File: src/rtl/fbc_pkg.sv
// Shared types, constants and the round function of the padded Feistel cipher.
package fbc_pkg;

  // Operation codes of the cmd field.
  localparam logic CMD_ENC = 1'b0;
  localparam logic CMD_DEC = 1'b1;

  // Configuration register indexes.
  localparam int unsigned CFG_IDX_W = 1;
  localparam logic [CFG_IDX_W-1:0] REG_KEY_LOW  = 1'b0;
  localparam logic [CFG_IDX_W-1:0] REG_KEY_HIGH = 1'b1;

  // Defaults of the top-level parameters.
  localparam int unsigned DEF_ROUNDS    = 16;
  localparam int unsigned DEF_KEY_BYTES = 16;

  // Depth of the queue between the front and the back end.
  localparam int unsigned QDEPTH = 4;

  // Block of eight bytes of 0x08 sent after a full final block.
  localparam logic [63:0] PAD_FULL = 64'h0808_0808_0808_0808;

  // Input item.
  typedef struct packed {
    logic        cmd;
    logic [63:0] block_in;
    logic [3:0]  byte_count;
    logic        last_in;
  } in_item_t;

  // Result item.
  typedef struct packed {
    logic [63:0] block_out;
    logic        last_out;
    logic [3:0]  kept_bytes;
    logic        pad_ok;
  } out_item_t;

  // Classified operation handed from the front to the back end.
  typedef struct packed {
    logic        dec;   // run the inverse rounds
    logic        chk;   // check and strip padding after decryption
    logic        last;  // final result block of the message
    logic [63:0] blk;
  } op_t;

  // Queue status seen by the front end.
  typedef struct packed {
    logic full;
    logic empty;
  } q_stat_t;

  // One Feistel round, forward or inverse, with a zero-extended key byte.
  function automatic logic [63:0] fbc_round(logic [63:0] blk, logic dec, logic [7:0] kb);
    logic [31:0] l;
    logic [31:0] r;
    logic [31:0] k;
    l = blk[63:32];
    r = blk[31:0];
    k = {24'd0, kb};
    if (dec) begin
      fbc_round = {r ^ (l + k), l};
    end else begin
      fbc_round = {r, l ^ (r + k)};
    end
  endfunction

endpackage

File: src/rtl/feistel_block_cipher_padded_core.sv
// Top level of the padded Feistel block cipher with its key registers.
//
// Usage: items enter on the in channel (in_valid_i, in_stall_o, in_item_i) and
// results leave on the out channel (out_valid_o, out_stall_i, out_item_o); a
// transfer happens at a rising edge with valid high and stall low. Each item
// gives one result, except an encrypted final block of eight bytes, which
// gives its own block and then a full block of padding.
// A result passes from its input transfer through the queue, the round pipeline
// (16 rounds by default) and the output register. Throughput: one item per
// cycle while no stall holds the flow; for a full final encrypt block the
// front end issues the block and then the pad block, one operation per cycle
// into the queue while it is not full. The round pipeline holds one block per stage.
// Reset clears both key registers, the queue and all valid bits. The key is written through
// cfg_we_i, cfg_idx_i and cfg_wdata_i; the user must write it only while the block is idle,
// which the block does not enforce. When the receiver stalls, the whole round pipeline holds;
// the four-entry queue keeps accepting until it fills, then in_stall_o rises.
module feistel_block_cipher_padded_core #(
  parameter int unsigned ROUNDS    = fbc_pkg::DEF_ROUNDS,
  parameter int unsigned KEY_BYTES = fbc_pkg::DEF_KEY_BYTES
) (
  input  logic                            clk_i,
  input  logic                            rst_ni,
  input  logic                            cfg_we_i,
  input  logic [fbc_pkg::CFG_IDX_W-1:0]   cfg_idx_i,
  input  logic [63:0]                     cfg_wdata_i,
  input  logic                            in_valid_i,
  output logic                            in_stall_o,
  input  fbc_pkg::in_item_t               in_item_i,
  output logic                            out_valid_o,
  input  logic                            out_stall_i,
  output fbc_pkg::out_item_t              out_item_o
);

  logic [63:0]      key_low_q;
  logic [63:0]      key_high_q;
  logic             push;
  logic             pop;
  fbc_pkg::op_t     op;
  fbc_pkg::op_t     head;
  fbc_pkg::q_stat_t q_stat;

  // Key registers.
  always_ff @(posedge clk_i or negedge rst_ni) begin
    if (!rst_ni) begin
      key_low_q  <= '0;
      key_high_q <= '0;
    end else if (cfg_we_i) begin
      unique case (cfg_idx_i)
        fbc_pkg::REG_KEY_LOW:  key_low_q  <= cfg_wdata_i;
        fbc_pkg::REG_KEY_HIGH: key_high_q <= cfg_wdata_i;
        default: ;
      endcase
    end
  end

  fbc_front u_front (
    .clk_i      (clk_i),
    .rst_ni     (rst_ni),
    .in_valid_i (in_valid_i),
    .in_item_i  (in_item_i),
    .in_stall_o (in_stall_o),
    .q_stat_i   (q_stat),
    .push_o     (push),
    .op_o       (op)
  );

  fbc_queue u_queue (
    .clk_i  (clk_i),
    .rst_ni (rst_ni),
    .push_i (push),
    .op_i   (op),
    .pop_i  (pop),
    .head_o (head),
    .stat_o (q_stat)
  );

  fbc_back #(
    .ROUNDS    (ROUNDS),
    .KEY_BYTES (KEY_BYTES)
  ) u_back (
    .clk_i       (clk_i),
    .rst_ni      (rst_ni),
    .key_i       ({key_high_q, key_low_q}),
    .head_i      (head),
    .q_stat_i    (q_stat),
    .pop_o       (pop),
    .out_valid_o (out_valid_o),
    .out_stall_i (out_stall_i),
    .out_item_o  (out_item_o)
  );

endmodule

File: src/rtl/fbc_front.sv
// Front end: accepts input items, applies padding and splits full final blocks in two.
module fbc_front (
  input  logic              clk_i,
  input  logic              rst_ni,
  input  logic              in_valid_i,
  input  fbc_pkg::in_item_t in_item_i,
  output logic              in_stall_o,
  input  fbc_pkg::q_stat_t  q_stat_i,
  output logic              push_o,
  output fbc_pkg::op_t      op_o
);

  logic        pend_q;
  logic        pend_d;
  logic        accept;
  logic        is_split;
  logic [63:0] padded;
  logic [7:0]  pad_val;

  // A second transfer is owed while the pad block of a full final block waits.
  assign in_stall_o = pend_q | q_stat_i.full;
  assign accept     = in_valid_i & ~in_stall_o;
  assign is_split   = (in_item_i.cmd == fbc_pkg::CMD_ENC) & in_item_i.last_in &
                      in_item_i.byte_count[3];

  // Replace the trailing bytes of a short final block by the pad count.
  always_comb begin
    pad_val = 8'd8 - {5'd0, in_item_i.byte_count[2:0]};
    padded  = in_item_i.block_in;
    for (int i = 0; i < 8; i++) begin
      if (4'(i) >= in_item_i.byte_count) begin
        padded[56-8*i +: 8] = pad_val;
      end
    end
  end

  // Build the operation pushed into the queue.
  always_comb begin
    op_o = '0;
    if (pend_q) begin
      op_o.dec  = fbc_pkg::CMD_DEC == fbc_pkg::CMD_ENC;
      op_o.chk  = 1'b0;
      op_o.last = 1'b1;
      op_o.blk  = fbc_pkg::PAD_FULL;
    end else if (in_item_i.cmd == fbc_pkg::CMD_DEC) begin
      op_o.dec  = 1'b1;
      op_o.chk  = in_item_i.last_in;
      op_o.last = in_item_i.last_in;
      op_o.blk  = in_item_i.block_in;
    end else begin
      op_o.dec  = 1'b0;
      op_o.chk  = 1'b0;
      op_o.last = in_item_i.last_in & ~is_split;
      op_o.blk  = (in_item_i.last_in & ~is_split) ? padded : in_item_i.block_in;
    end
  end

  assign push_o = pend_q ? ~q_stat_i.full : accept;

  always_comb begin
    pend_d = pend_q;
    if (pend_q && !q_stat_i.full) begin
      pend_d = 1'b0;
    end else if (accept && is_split) begin
      pend_d = 1'b1;
    end
  end

  always_ff @(posedge clk_i or negedge rst_ni) begin
    if (!rst_ni) begin
      pend_q <= 1'b0;
    end else begin
      pend_q <= pend_d;
    end
  end

endmodule

File: src/rtl/fbc_queue.sv
// Short queue of classified operations between the front and the back end.
module fbc_queue (
  input  logic             clk_i,
  input  logic             rst_ni,
  input  logic             push_i,
  input  fbc_pkg::op_t     op_i,
  input  logic             pop_i,
  output fbc_pkg::op_t     head_o,
  output fbc_pkg::q_stat_t stat_o
);

  localparam int unsigned PtrW = $clog2(fbc_pkg::QDEPTH);
  localparam int unsigned CntW = $clog2(fbc_pkg::QDEPTH + 1);

  fbc_pkg::op_t    mem_q [fbc_pkg::QDEPTH];
  logic [PtrW-1:0] wr_q;
  logic [PtrW-1:0] rd_q;
  logic [CntW-1:0] cnt_q;
  logic            do_push;
  logic            do_pop;

  assign stat_o.full  = cnt_q == CntW'(fbc_pkg::QDEPTH);
  assign stat_o.empty = cnt_q == '0;
  assign do_push      = push_i & ~stat_o.full;
  assign do_pop       = pop_i & ~stat_o.empty;
  assign head_o       = mem_q[rd_q];

  // Pointers and fill count.
  always_ff @(posedge clk_i or negedge rst_ni) begin
    if (!rst_ni) begin
      wr_q  <= '0;
      rd_q  <= '0;
      cnt_q <= '0;
    end else begin
      if (do_push) begin
        wr_q <= (wr_q == PtrW'(fbc_pkg::QDEPTH - 1)) ? '0 : wr_q + 1'b1;
      end
      if (do_pop) begin
        rd_q <= (rd_q == PtrW'(fbc_pkg::QDEPTH - 1)) ? '0 : rd_q + 1'b1;
      end
      cnt_q <= cnt_q + CntW'(do_push) - CntW'(do_pop);
    end
  end

  // Entry storage.
  always_ff @(posedge clk_i) begin
    if (do_push) begin
      mem_q[wr_q] <= op_i;
    end
  end

endmodule

File: src/rtl/fbc_back.sv
// Back end: one Feistel round per pipeline stage, then the padding check and output register.
module fbc_back #(
  parameter int unsigned ROUNDS    = fbc_pkg::DEF_ROUNDS,
  parameter int unsigned KEY_BYTES = fbc_pkg::DEF_KEY_BYTES
) (
  input  logic               clk_i,
  input  logic               rst_ni,
  input  logic [127:0]       key_i,
  input  fbc_pkg::op_t       head_i,
  input  fbc_pkg::q_stat_t   q_stat_i,
  output logic               pop_o,
  output logic               out_valid_o,
  input  logic               out_stall_i,
  output fbc_pkg::out_item_t out_item_o
);

  logic               adv;
  logic [ROUNDS-1:0]  vld_q;
  logic [ROUNDS-1:0]  vld_d;
  fbc_pkg::op_t       stg_q [ROUNDS];
  fbc_pkg::op_t       stg_d [ROUNDS];
  fbc_pkg::op_t       tail;
  logic               out_vld_q;
  fbc_pkg::out_item_t out_q;
  fbc_pkg::out_item_t out_d;
  logic [7:0]         p;
  logic               bad;

  // The whole pipeline moves when the output register is free or being taken.
  assign adv   = ~out_vld_q | ~out_stall_i;
  assign pop_o = adv & ~q_stat_i.empty;

  for (genvar j = 0; j < ROUNDS; j++) begin : g_stage
    localparam int unsigned EncIdx = (j % KEY_BYTES) % 16;
    localparam int unsigned DecIdx = ((ROUNDS - 1 - j) % KEY_BYTES) % 16;
    fbc_pkg::op_t src;
    logic [7:0]   kb;

    if (j == 0) begin : g_first
      assign src      = head_i;
      assign vld_d[j] = ~q_stat_i.empty;
    end else begin : g_rest
      assign src      = stg_q[j-1];
      assign vld_d[j] = vld_q[j-1];
    end

    // Encryption walks the key bytes forwards, decryption backwards.
    assign kb = src.dec ? key_i[8*DecIdx +: 8] : key_i[8*EncIdx +: 8];

    // Next contents of this stage: the control bits ride along with the block.
    assign stg_d[j] = '{dec: src.dec, chk: src.chk, last: src.last,
                        blk: fbc_pkg::fbc_round(src.blk, src.dec, kb)};
  end

  // Stage valid bits.
  always_ff @(posedge clk_i or negedge rst_ni) begin
    if (!rst_ni) begin
      vld_q <= '0;
    end else if (adv) begin
      vld_q <= vld_d;
    end
  end

  // Stage contents.
  always_ff @(posedge clk_i) begin
    if (adv) begin
      for (int j = 0; j < ROUNDS; j++) begin
        stg_q[j] <= stg_d[j];
      end
    end
  end

  assign tail = stg_q[ROUNDS-1];

  // Padding check on the final decrypted block.
  always_comb begin
    p   = tail.blk[7:0];
    bad = (p == 8'd0) || (p > 8'd8);
    for (int i = 0; i < 8; i++) begin
      if ((5'(i) + {1'b0, p[3:0]} >= 5'd8) && (tail.blk[56-8*i +: 8] != p)) begin
        bad = 1'b1;
      end
    end
    out_d.block_out  = tail.blk;
    out_d.last_out   = tail.last;
    out_d.kept_bytes = 4'd8;
    out_d.pad_ok     = 1'b0;
    if (tail.chk && !bad) begin
      out_d.kept_bytes = 4'd8 - p[3:0];
      out_d.pad_ok     = 1'b1;
    end
  end

  // Output register.
  always_ff @(posedge clk_i or negedge rst_ni) begin
    if (!rst_ni) begin
      out_vld_q <= 1'b0;
    end else if (adv) begin
      out_vld_q <= vld_q[ROUNDS-1];
    end
  end

  always_ff @(posedge clk_i) begin
    if (adv) begin
      out_q <= out_d;
    end
  end

  assign out_valid_o = out_vld_q;
  assign out_item_o  = out_q;

endmodule
File: config.mk
export PLATFORM = sky130hd
export DESIGN_NAME = feistel_block_cipher_padded_core
export DESIGN_NICKNAME = d
export VERILOG_FILES = /design/src/rtl/fbc_pkg.sv /design/src/rtl/feistel_block_cipher_padded_core.sv /design/src/rtl/fbc_front.sv /design/src/rtl/fbc_queue.sv /design/src/rtl/fbc_back.sv
export SDC_FILE = /design/constraint.sdc
export NUM_CORES = 2
export LEC_CHECK = 0
export ABC_AREA = 1
export BUFFER_PORTS_ARGS = -buffer_cell sky130_fd_sc_hd__buf_2
export CORE_MARGIN = 2
export CORE_UTILIZATION = 60
export DETAILED_ROUTE_END_ITERATION = 8
export GPL_TIMING_DRIVEN = 0
export PLACE_DENSITY_LB_ADDON = 0.15
export SLEW_MARGIN = 20
export SYNTH_ARGS = -nofsm -noshare
export SYNTH_HDL_FRONTEND = slang
export SYNTH_HIERARCHICAL = 1
export SYNTH_SLANG_ARGS = --single-unit
export TNS_END_PERCENT = 1
File: constraint.sdc
create_clock -name clk_i -period 53.9 [get_ports clk_i]
set_clock_uncertainty 0.15 [all_clocks]
set_input_delay 10.78 -clock clk_i [delete_from_list [all_inputs] [get_ports clk_i]]
set_output_delay 10.78 -clock clk_i [all_outputs]
set_load 0.02 [all_outputs]
==> impl_metrics.csv <==
group,metric,value,unit
run_status,outcome,"complete, no violations",
placed_design,dp.cells,17300,
route,vias,106000,
critical_path,end_kind,"register",
synthesis,synth_edf_count,1409,
critical_path,worst-path-buf-inv,10,
critical_path,crit_path_cell_trace,"buf_2 > nand2_1 > clkbuf_4 > buf_16 > buf_16 > buf_16 > buf_12 > buf_12 > buf_12 > buf_16 > buf_16",
critical_path,crit_required,54.26,ns
synthesis,synth_top_area_share,38.6,%
synthesis,yosys.area.top_type,"edfxtp_1",
route,drtPass1Iterations,9,
placed_design,place_congestion,1.10,
pwr,power_frac_clock,13.1,%
cts,cts_tree,"yes",
global_routing,grt_max_degree,85,
pwr,p_sw,4.60,mW
sta,fin_crit_sh,25.2,%
floorplan,start_util,60.5,%
critical_path,crit_fanout,57,
global_routing,grt_overflow,0,
pwr,worst_ir_drop_vdd,0.0000482,V
cts,cts.sinks,1562,
synthesis,yosysMostFrequentCell,"nand2_1",
cts,clk_path_buf_depth,3,
floorplan,pin_count,212,
pwr,intPower,4.27,mW
sta,tightest_slew,1.09,ns
synthesis,ys_ff_latch,1562,
critical_path,cpMostUsedCell,"buf_16",
synthesis,yosys-top-cells-area,"edfxtp_1 (39%), nand2_1 (16%), nand3_1 (8.9%), inv_1 (6.9%), xor2_1 (3.7%)",
synthesis,seq_area_frac_synth,42.0,%
synthesis,avgSynthCellArea,7.47,um^2
floorplan,die_h,432,um
pwr,seqPwrFrac,32.9,%
floorplan,core-area,181000,um^2
route,wirelength,390000,um
sta,final-hold-violation-count,0,
pwr,power.density,73.8,nW/um^2
route,drtAntennaViolNets,0,
finish,drive_gt1_share,6.96,%
cts,worst_skew_pair.late_latency,0.84,ns
critical_path,arrival,13.95,ns
critical_path,rr_endpoint,"u_back/stg_q[0][30]",
critical_path,ff2ff_path_depth,18,
critical_path,crit_path_end,"u_back/stg_q[0][331]",
finish,areaGrowthSynthToFinish,9.61,%
synthesis,synth_fp_nets,15100,
finish,fin_nets,15600,
cts,clk_pin_slew,0.07,ns
route,drcViolationCount,0,
cts,ctsHoldBuffers,0,
worst_hold_path,whs_path_depth,0,
synthesis,synthArstFlopShare,9.80,%
cts,cts_root_buffer,"clkbuf_16",
critical_path,cp_slowest_cell,"clkbuf_4",
placed_design,io_buffers,211,
cts,cts_made_buffers,167,
pwr,combinationalPowerShare,54.0,%
critical_path,path_class,"primary input to register",
finish,stdcell_count,17600,
synthesis,synth_cell_types,46,
cts,post_cts_buffers,0,
route,drt-wirelength-per-cell,22.1,um
sta,slew_headroom,26.7,%
placed_design,hpwl,311000,um
cts,cts_resized,0,
critical_path,crit_family,"buffers and inverters",
sta,drv_slew,0,
global_routing,use_met3,8.20,%
critical_path,start_kind,"primary input",
sta,whs,0.261,ns
pwr,sw_frac_of_total,51.9,%
global_routing,globalRouteMet2Util,60.5,%
sta,fmax,73.5,MHz
global_routing,gr-max-usage-layer,"met2",
global_routing,grt_pass1_wl,574000,um
synthesis,mappedNetlistArea,110000,um^2
sta,setup_violations,0,
cts,cts_htree_levels,4,
job,cap_violations,0,
route,drtIter0Drc,14500,
critical_path,r2r_start,"u_queue/rd_q[0]",
floorplan,die_area,186000,um^2
synthesis,synth_ff_type,"edfxtp_1",
global_routing,global_route.usage.met1,55.8,%
route,viasPerCell,5.99,
synthesis,syn_inst,14700,
global_routing,grt_pass1_vias,94100,
sta,rsz0062_at_grt,"false",
synthesis,yosys_warnings,6,
global_routing,antenna_found_initial,30,
critical_path,r2r_slack,48.20,ns
worst_hold_path,min_path_type,"register to register",
critical_path,slowest_delay,0.38,ns
synthesis,synthTopCellsByCount,"nand2_1 (4796), inv_1 (2014), nand3_1 (1962)",
critical_path,cp-startpoint,"out_stall_i",
floorplan,die_width,432,um
critical_path,critical_path_depth,11,
pwr,p_leak,55.5,nW
sta,fin_crit,13.60,ns
floorplan,rows,156,
global_routing,grt_usage,40.9,%
kinds of logic (layout without fill, tap and decap cells):
group | count (synthesis) | in the layout | synth area share (%)
buf+inv | 2334 | 2884 | 8.41
flops | 1562 | 1562 | 42.0
simple gates | 8967 | 8967 | 36.5
xor+xnor | 615 | 615 | 4.91
compound gates | 919 | 919 | 4.53
other cells | 0 | 15 | 0
fa+ha+maj | 301 | 301 | 3.66
power by group through the flow:
stage | combinational, mW | clock (mW) | sequential (mW)
2_1_floorplan | 3.08 | 0 | 2.91
5_1_grt | 5.19 | 1.22 | 2.95
6_report | 4.79 | 1.16 | 2.92
3_5_place_dp | 4.60 | 0 | 2.90
4_1_cts | 4.63 | 1.18 | 2.88
3_3_place_gp | 4.50 | 0 | 3.31
cells in the final DEF, fill, tap and decap left out, types with 25 or more instances in the layout:
| master | netlist | final |
|---|---|---|
| nand2_1 | 4796 | 4796 |
| inv_1 | 2014 | 2014 |
| nand3_1 | 1962 | 1962 |
| edfxtp_1 | 1409 | 1409 |
| nor2_1 | 789 | 785 |
| nand4_1 | 581 | 581 |
| xor2_1 | 462 | 461 |
| o21ai_0 | 393 | 393 |
| a21oi_1 | 369 | 369 |
| nor3_1 | 285 | 285 |
| buf_2 | 68 | 278 |
| ha_1 | 268 | 268 |
| clkbuf_16 | 0 | 168 |
| dfrtp_1 | 153 | 153 |
| xnor2_1 | 153 | 153 |
| o211ai_1 | 135 | 135 |
| clkbuf_1 | 101 | 121 |
| or2_2 | 117 | 117 |
| nand2_2 | 97 | 97 |
| and2_1 | 89 | 89 |
| nor3_2 | 79 | 79 |
| buf_1 | 45 | 45 |
| buf_6 | 41 | 41 |
| inv_2 | 40 | 40 |
| nand3b_1 | 34 | 34 |
| fa_1 | 33 | 33 |
| nor2_2 | 29 | 29 |
| clkinv_1 | 7 | 28 |
| buf_16 | 0 | 28 |
| clkinv_2 | 0 | 25 |
through the flow:
step	util [%]	setup slack, ns	power (mW)	cell area, um^2	TNS (ns)
3_5_place_dp	63.3	39.47	7.50	115000	0
4_1_cts	66.3	40.34	8.69	120000	0
3_3_place_gp	62.7	-2.34	7.81	114000	-1634.87
2_1_floorplan	-	9.71	5.99	110000	0
6_report	66.3	40.30	8.87	120000	0
5_1_grt	66.3	40.11	9.36	120000	0
worst min-delay path by stage:
stage	from	slack, ns	to
2_1_floorplan	u_back/stg_q[1][533]	0.25	u_back/out_item_o[5]
3_3_place_gp	u_back/stg_q[0][64]	0.25	u_back/stg_q[0][131]
3_5_place_dp	u_back/stg_q[1][467]	0.25	u_back/stg_q[1][534]
4_1_cts	u_back/stg_q[1][266]	0.26	u_back/stg_q[1][333]
5_1_grt	u_back/stg_q[1][266]	0.27	u_back/stg_q[1][333]
6_report	u_back/stg_q[1][266]	0.26	u_back/stg_q[1][333]
area by class of cell:
type                            instances  area [um^2]
Multi-Input combinational cell      10800        54400
Inverter                             2061         7740
Tap cell                             2370         2970
Antenna cell                           15         37.5
Fill cell                           15900        61000
Buffer                                273         1500
Clock inverter                        104         1080
Clock buffer                          199         4420
Timing Repair Buffer                  247         2000
Sequential cell                      1562        46100
state kept, by name, summed over array words and instances (netlist names), 3 cells and up:
register / flops
key_low_q: 64
u_back/stg_q: 1071
key_high_q: 64
u_back/vld_q: 16
u_back/out_item_o: 70
u_queue/cnt_q: 3
u_queue/mem_q: 268
metal layers:
metal	routed length (um)	vias to the layer above
li1	-	49600
met1	152000	48600
met2	165000	6434
met3	45000	1082
met4	27600	4
met5	23	-
No activity file was read; power rests on OpenSTA's default activity.
